## src/design/bfpe_pkg.sv

```systemverilog
// bfpe_pkg: shared constants, codes, command/status structs and the instruction
// decoder for the tape-language program executor
// no dependencies
`timescale 1ns / 1ps

package bfpe_pkg;

  localparam int PROG_DEPTH  = 65536;
  localparam int CELL_DEPTH  = 32768;
  localparam int STEP_BUDGET = 1048576;

  localparam int PROG_AW = $clog2(PROG_DEPTH);
  localparam int CELL_AW = $clog2(CELL_DEPTH);
  localparam int PC_W    = PROG_AW + 1;
  localparam int DEPTH_W = 17;
  localparam int STEP_W  = $clog2(STEP_BUDGET);

  // request opcodes
  localparam logic [1:0] OP_LOAD   = 2'd0;
  localparam logic [1:0] OP_RUN    = 2'd1;
  localparam logic [1:0] OP_SUPPLY = 2'd2;

  // result kinds
  localparam logic [2:0] KIND_LOADED  = 3'd0;
  localparam logic [2:0] KIND_OUTPUT  = 3'd1;
  localparam logic [2:0] KIND_INPUT   = 3'd2;
  localparam logic [2:0] KIND_HALT    = 3'd3;
  localparam logic [2:0] KIND_BRACKET = 3'd4;

  // program characters
  localparam logic [7:0] CH_INC   = 8'h2B;
  localparam logic [7:0] CH_DEC   = 8'h2D;
  localparam logic [7:0] CH_RIGHT = 8'h3E;
  localparam logic [7:0] CH_LEFT  = 8'h3C;
  localparam logic [7:0] CH_OPEN  = 8'h5B;
  localparam logic [7:0] CH_CLOSE = 8'h5D;
  localparam logic [7:0] CH_OUT   = 8'h2E;
  localparam logic [7:0] CH_IN    = 8'h2C;
  localparam logic [7:0] CH_END   = 8'h00;

  typedef enum logic [3:0] {
    I_HALT, I_INC, I_DEC, I_RIGHT, I_LEFT, I_OUT, I_IN, I_OPEN, I_CLOSE, I_NOP
  } instr_t;

  typedef struct packed {
    logic       prog_wr;
    logic       load_restart;
    logic       clear_step;
    logic       supply;
    logic       pc_inc;
    logic       pc_dec;
    logic       cell_inc;
    logic       cell_dec;
    logic       ptr_inc;
    logic       ptr_dec;
    logic       set_await;
    logic       set_stop;
    logic       depth_one;
    logic       depth_inc;
    logic       depth_dec;
    logic       depth_clr;
    logic       step_clr;
    logic       step_inc;
    logic       emit;
    logic [2:0] kind;
  } ctrl_cmd_t;

  typedef struct packed {
    instr_t instr;
    logic   pc_at_end;
    logic   pc_zero;
    logic   cell_zero;
    logic   depth_one;
    logic   budget_last;
    logic   clear_last;
    logic   stopped;
    logic   awaiting;
  } dp_status_t;

  function automatic instr_t decode_instr(input logic [7:0] b);
    instr_t r;
    r = I_NOP;
    if (b == CH_END)   r = I_HALT;
    if (b == CH_INC)   r = I_INC;
    if (b == CH_DEC)   r = I_DEC;
    if (b == CH_RIGHT) r = I_RIGHT;
    if (b == CH_LEFT)  r = I_LEFT;
    if (b == CH_OUT)   r = I_OUT;
    if (b == CH_IN)    r = I_IN;
    if (b == CH_OPEN)  r = I_OPEN;
    if (b == CH_CLOSE) r = I_CLOSE;
    return r;
  endfunction

endpackage

```

## src/design/bfpe_ctrl.sv

```systemverilog
// bfpe_ctrl: sequencer for request handling, instruction execution and bracket scans
// depends on bfpe_pkg
`timescale 1ns / 1ps

module bfpe_ctrl (
  input  logic                  clk,
  input  logic                  rst_n,
  input  logic                  accept,
  input  logic [1:0]            in_op,
  input  logic                  in_load_last,
  input  bfpe_pkg::dp_status_t  status,
  output bfpe_pkg::ctrl_cmd_t   cmd,
  output logic                  busy
);

  typedef enum logic [7:0] {
    S_IDLE      = 8'b0000_0001,
    S_CLEAR     = 8'b0000_0010,
    S_FETCH     = 8'b0000_0100,
    S_EXEC      = 8'b0000_1000,
    S_FWD_ADDR  = 8'b0001_0000,
    S_FWD_DATA  = 8'b0010_0000,
    S_BACK_ADDR = 8'b0100_0000,
    S_BACK_DATA = 8'b1000_0000
  } state_t;

  state_t state_r, state_nxt;
  logic   adv;
  logic   fail;

  always_comb begin
    cmd       = '0;
    state_nxt = state_r;
    adv       = 1'b0;
    fail      = 1'b0;
    unique case (state_r)
      S_IDLE: begin
        if (accept) begin
          if (in_op == bfpe_pkg::OP_LOAD) begin
            cmd.prog_wr = 1'b1;
            cmd.emit    = 1'b1;
            cmd.kind    = bfpe_pkg::KIND_LOADED;
            if (in_load_last) begin
              cmd.load_restart = 1'b1;
              state_nxt        = S_CLEAR;
            end
          end else if (in_op == bfpe_pkg::OP_RUN || in_op == bfpe_pkg::OP_SUPPLY) begin
            cmd.step_clr = 1'b1;
            if (status.stopped) begin
              cmd.emit = 1'b1;
              cmd.kind = bfpe_pkg::KIND_HALT;
            end else if (status.awaiting) begin
              if (in_op == bfpe_pkg::OP_SUPPLY) begin
                cmd.supply = 1'b1;
                cmd.pc_inc = 1'b1;
                state_nxt  = S_FETCH;
              end else begin
                cmd.emit = 1'b1;
                cmd.kind = bfpe_pkg::KIND_INPUT;
              end
            end else begin
              state_nxt = S_FETCH;
            end
          end else begin
            cmd.emit = 1'b1;
            cmd.kind = bfpe_pkg::KIND_LOADED;
          end
        end
      end
      S_CLEAR: begin
        cmd.clear_step = 1'b1;
        if (status.clear_last) state_nxt = S_IDLE;
      end
      S_FETCH: begin
        if (status.pc_at_end) begin
          cmd.set_stop = 1'b1;
          cmd.emit     = 1'b1;
          cmd.kind     = bfpe_pkg::KIND_HALT;
          state_nxt    = S_IDLE;
        end else begin
          state_nxt = S_EXEC;
        end
      end
      S_EXEC: begin
        unique case (status.instr)
          bfpe_pkg::I_HALT: begin
            cmd.set_stop = 1'b1;
            cmd.emit     = 1'b1;
            cmd.kind     = bfpe_pkg::KIND_HALT;
            state_nxt    = S_IDLE;
          end
          bfpe_pkg::I_INC: begin
            cmd.cell_inc = 1'b1;
            adv          = 1'b1;
          end
          bfpe_pkg::I_DEC: begin
            cmd.cell_dec = 1'b1;
            adv          = 1'b1;
          end
          bfpe_pkg::I_RIGHT: begin
            cmd.ptr_inc = 1'b1;
            adv         = 1'b1;
          end
          bfpe_pkg::I_LEFT: begin
            cmd.ptr_dec = 1'b1;
            adv         = 1'b1;
          end
          bfpe_pkg::I_OUT: begin
            cmd.pc_inc = 1'b1;
            cmd.emit   = 1'b1;
            cmd.kind   = bfpe_pkg::KIND_OUTPUT;
            state_nxt  = S_IDLE;
          end
          bfpe_pkg::I_IN: begin
            cmd.set_await = 1'b1;
            cmd.emit      = 1'b1;
            cmd.kind      = bfpe_pkg::KIND_INPUT;
            state_nxt     = S_IDLE;
          end
          bfpe_pkg::I_OPEN: begin
            if (status.cell_zero) begin
              cmd.depth_one = 1'b1;
              state_nxt     = S_FWD_ADDR;
            end else begin
              adv = 1'b1;
            end
          end
          bfpe_pkg::I_CLOSE: begin
            if (!status.cell_zero) begin
              cmd.depth_one = 1'b1;
              state_nxt     = S_BACK_ADDR;
            end else begin
              adv = 1'b1;
            end
          end
          default: begin
            adv = 1'b1;
          end
        endcase
      end
      S_FWD_ADDR: begin
        cmd.pc_inc = 1'b1;
        state_nxt  = S_FWD_DATA;
      end
      S_FWD_DATA: begin
        // pc already advanced: program end or a zero byte ends the scan
        if (status.pc_at_end || status.instr == bfpe_pkg::I_HALT) begin
          fail = 1'b1;
        end else if (status.instr == bfpe_pkg::I_OPEN) begin
          cmd.depth_inc = 1'b1;
          state_nxt     = S_FWD_ADDR;
        end else if (status.instr == bfpe_pkg::I_CLOSE) begin
          cmd.depth_dec = 1'b1;
          if (status.depth_one) adv = 1'b1;
          else state_nxt = S_FWD_ADDR;
        end else begin
          state_nxt = S_FWD_ADDR;
        end
      end
      S_BACK_ADDR: begin
        if (status.pc_zero) begin
          fail = 1'b1;
        end else begin
          cmd.pc_dec = 1'b1;
          state_nxt  = S_BACK_DATA;
        end
      end
      S_BACK_DATA: begin
        if (status.instr == bfpe_pkg::I_CLOSE) begin
          cmd.depth_inc = 1'b1;
          state_nxt     = S_BACK_ADDR;
        end else if (status.instr == bfpe_pkg::I_OPEN) begin
          cmd.depth_dec = 1'b1;
          if (status.depth_one) adv = 1'b1;
          else state_nxt = S_BACK_ADDR;
        end else begin
          state_nxt = S_BACK_ADDR;
        end
      end
      default: begin
        state_nxt = S_IDLE;
      end
    endcase

    if (fail) begin
      cmd.depth_clr = 1'b1;
      cmd.set_stop  = 1'b1;
      cmd.emit      = 1'b1;
      cmd.kind      = bfpe_pkg::KIND_BRACKET;
      state_nxt     = S_IDLE;
    end

    // finish the instruction; an exhausted step budget ends the request silently
    if (adv) begin
      cmd.pc_inc = 1'b1;
      if (status.budget_last) begin
        state_nxt = S_IDLE;
      end else begin
        cmd.step_inc = 1'b1;
        state_nxt    = S_FETCH;
      end
    end
  end

  always_ff @(posedge clk) begin
    if (!rst_n) begin
      state_r <= S_IDLE;
    end else begin
      state_r <= state_nxt;
    end
  end

  assign busy = (state_r != S_IDLE);

endmodule

```

## config.mk

```make
export PLATFORM = sky130hd
export DESIGN_NAME = bfpe_ctrl
export DESIGN_NICKNAME = d
export VERILOG_FILES = /design/src/design/bfpe_pkg.sv /design/src/design/bfpe_ctrl.sv
export SDC_FILE = /design/constraint.sdc
export NUM_CORES = 1
export LEC_CHECK = 0
export CORE_MARGIN = 10
export CORE_UTILIZATION = 65
export CTS_CLUSTER_DIAMETER = 100
export DETAILED_ROUTE_END_ITERATION = 12
export DONT_BUFFER_PORTS = 1
export PLACE_DENSITY = 0.81
export SLEW_MARGIN = 20
export SYNTH_ARGS = -nofsm -noshare
export SYNTH_HDL_FRONTEND = slang
export SYNTH_SLANG_ARGS = --single-unit
```

## constraint.sdc

```tcl
create_clock -name clk -period 5.6 [get_ports clk]
set_clock_uncertainty 0.1 [all_clocks]
set_input_delay 0.28 -clock clk [delete_from_list [all_inputs] [get_ports clk]]
set_output_delay 0.28 -clock clk [all_outputs]
set_load 0.03 [all_outputs]
```

==> results.sh <==
export IMPL_outcome="complete, no violations"
export IMPL_htree_levels=1
export IMPL_nFillCells=137
export IMPL_grt_ovfl_total=0
export IMPL_wl_per_cell_um=17.7
export IMPL_grt_first_pass_wirelength_um=4310
export IMPL_cts_tree="built"
export IMPL_power_density_nw_per_um2=141
export IMPL_cap_violations=0
export IMPL_ys_warn_count=0
export IMPL_max_freq_ghz=0.325
export IMPL_setup_ws_ns=2.52
export IMPL_pin_count=41
export IMPL_cts_buffers=3
export IMPL_start_util_pct=67.9
export IMPL_firstDrtPassIters=4
export IMPL_track_usage_pct=14.9
export IMPL_cp_end_kind="output port"
export IMPL_ant_nets=0
export IMPL_netlist_area_leader_share_pct=16.0
export IMPL_finalHoldViolCount=0
export IMPL_hpwl_um=2220
export IMPL_pre_cts_ws_ns=2.85
export IMPL_nNetsFinal=157
export IMPL_first_global_vias=940
export IMPL_seq_area_um2=160
export IMPL_synth_nets=158
export IMPL_numClockSinks=8
export IMPL_min_path_type="in2reg"
export IMPL_wl_met2_um=1290
export IMPL_synth_top_cell_by_area="dfxtp_1"
export IMPL_drtIter0Drc=12
export IMPL_holdWs_ns=0.0654
export IMPL_slew_violations=0
export IMPL_areaGrowthSynthToFinish_pct=2.63
export IMPL_vias_per_cell=6.71
export IMPL_drive_gt1_share_pct=10.4
export IMPL_insertion_delay_ns=0.25
export IMPL_yosysMostFrequentCell="nor2_1"
export IMPL_die_area_um2=3510
export IMPL_synth_seq_cells=8
export IMPL_placementRows=14
export IMPL_path_cells="nor4_1 -> nand3_1 -> o2bb2ai_2 -> a21oi_1 -> nand3_1"
export IMPL_critical_path_class="reg2out"
export IMPL_io_buffers=0
export IMPL_max_vdd_ir_drop_mv=0.155
export IMPL_synth_commonest_cells="nor2_1, nand2_1, dfxtp_1, inv_1"
export IMPL_crit_path_max_fanout=6
export IMPL_grt_max_degree=14
export IMPL_gp_congestion=0.959
export IMPL_power_leakage_nw=0.404
export IMPL_cts_buffer_depth=2
export IMPL_synthDistinctLibCells=50
export IMPL_antenna_found_initial=0
export IMPL_wl_met3_um=266
export IMPL_top_regs="state_r: 8 flops"
export IMPL_wl_met1_um=1050
export IMPL_diodes=0
export IMPL_syn_area_um2=1000
export IMPL_fin_crit_sh_pct=55.0
export IMPL_multi_input_area_um2=781
export IMPL_cts_root_buf="clkbuf_4"
export IMPL_synthCells=137
export IMPL_core_area_um2=1470
export IMPL_die_w_um=59.2
export IMPL_synth_edff_count=0
export IMPL_min_period_ns=3.08
export IMPL_cp_data_required_time_ns=5.22
export IMPL_top_register="state_r"
export IMPL_routed_wl_um=2650
export IMPL_synth_area_per_cell_um2=7.30
export IMPL_slowest_stage="o2bb2ai_2"
export IMPL_critPathMaxStageDelay_ns=0.76
export IMPL_finalSetupViolations=0
export IMPL_synth_area_leaders="dfxtp_1, nor2_1, and4b_1"
export IMPL_num_vias=1007
export IMPL_worst_slew_pin_slew_ns=0.938
export IMPL_synth_main_ff_cell="dfxtp_1"
export IMPL_max_slew_margin_rel_pct=36.6
export IMPL_async_flop_share_pct=0
export IMPL_cp_common_cell="nand3_1"
export IMPL_startpoint_type="register"
export IMPL_setup_tns_ns=0
export IMPL_yosysSeqAreaShare_pct=16.0
export IMPL_drcViolationCount=0
export IMPL_crit_arrival_ns=2.70
export IMPL_routed_top_layer="met4"
export IMPL_clk_pin_slew_worst_paths_ns=0.05
export IMPL_rsz0062_at_grt="false"
export IMPL_die_y_um=59.2
export IMPL_largest_reg_flops=8
[area by class of cell]
class | count | area share [%]
well taps | 16 | 1.95
inverters | 6 | 2.20
clock buffers | 3 | 2.20
flip-flops and latches | 8 | 15.6
repair buffers | 2 | 1.95
multi-input cells | 115 | 76.1
[critical path: cells and delay by family, from the launching register on]
kind / cells / cell delay [ns]
AND/OR/NAND/NOR: 3 / 1.25
flip-flops: 1 / 0.35
AO/OA/AOI/OAI: 2 / 0.85
[power by group]
part	internal, W	switching (W)
sequential	0.0000583	0.00000148
combinational	0.0000167	0.0000275
clock	0.0000243	0.0000164
[metrics by stage]
stage               area (um2)  util [%]  instances  total power, W
global placement           983      66.8        145        0.000103
CTS                       1030      69.7        150        0.000147
detailed placement         983      66.8        145        0.000104
floorplan                 1000         -        137        0.000101
global route              1030      69.7        150        0.000154
finish                    1030      69.7        150        0.000145
[logic make-up after synthesis]
logic type,after synthesis,share of synthesized area (%)
AND/OR/NAND/NOR,85,52.6
XOR/XNOR,2,1.75
buffers and inverters,14,6.51
multiplexers,1,1.00
adder cells (fa/ha/maj),3,3.76
flip-flops,8,16.0
AO/OA/AOI/OAI,24,18.4
[layout by cell type, fill, tap and decap left out, types with 2 or more instances in the layout]
master	instances
dfxtp_1	8
and3_1	4
ha_1	3
and4b_1	4
nor2b_1	4
a21oi_1	3
nand3b_1	4
nor4b_1	3
nand3_1	4
a211oi_1	2
a22o_1	2
o21ai_0	5
inv_1	6
nor2_1	21
and2_1	2
nand2_1	10
nor3_1	3
nor3b_1	2
nand2b_1	5
nand4b_1	2
or4_1	3
clkbuf_4	3
dlygate4sd3_1	2
nor4_1	3
xor2_1	2
[final timing paths]
kind	startpoint	endpoint	slack, ns	cells after the start
worst max-delay path	state_r[1]$_SDFFE_PN0P_	cmd[3]	2.52	5
worst min-delay path	rst_n	state_r[2]$_SDFFE_PN0P_	0.07	1
worst max register to register	state_r[1]$_SDFFE_PN0P_	state_r[0]$_SDFFE_PN1P_	3.03	5
worst min register to register	state_r[6]$_SDFFE_PN0P_	state_r[7]$_SDFFE_PN0P_	0.46	2
[repair_timing]
item / 4_1_cts / 5_1_grt
hold endpoints to repair: 2 / 0
setup buffers: 0 / 0
hold buffers: 2 / 0
gates resized for setup: 0 / 0
[per-layer routing]
metal / vias to the layer above / global-route usage, %
li1: 501 / -
met1: 462 / 16.3
met2: 39 / 25.7
met3: 5 / 4.51
met4: 0 / 6.56
met5: - / 0
(Power assumes the default switching activity.)
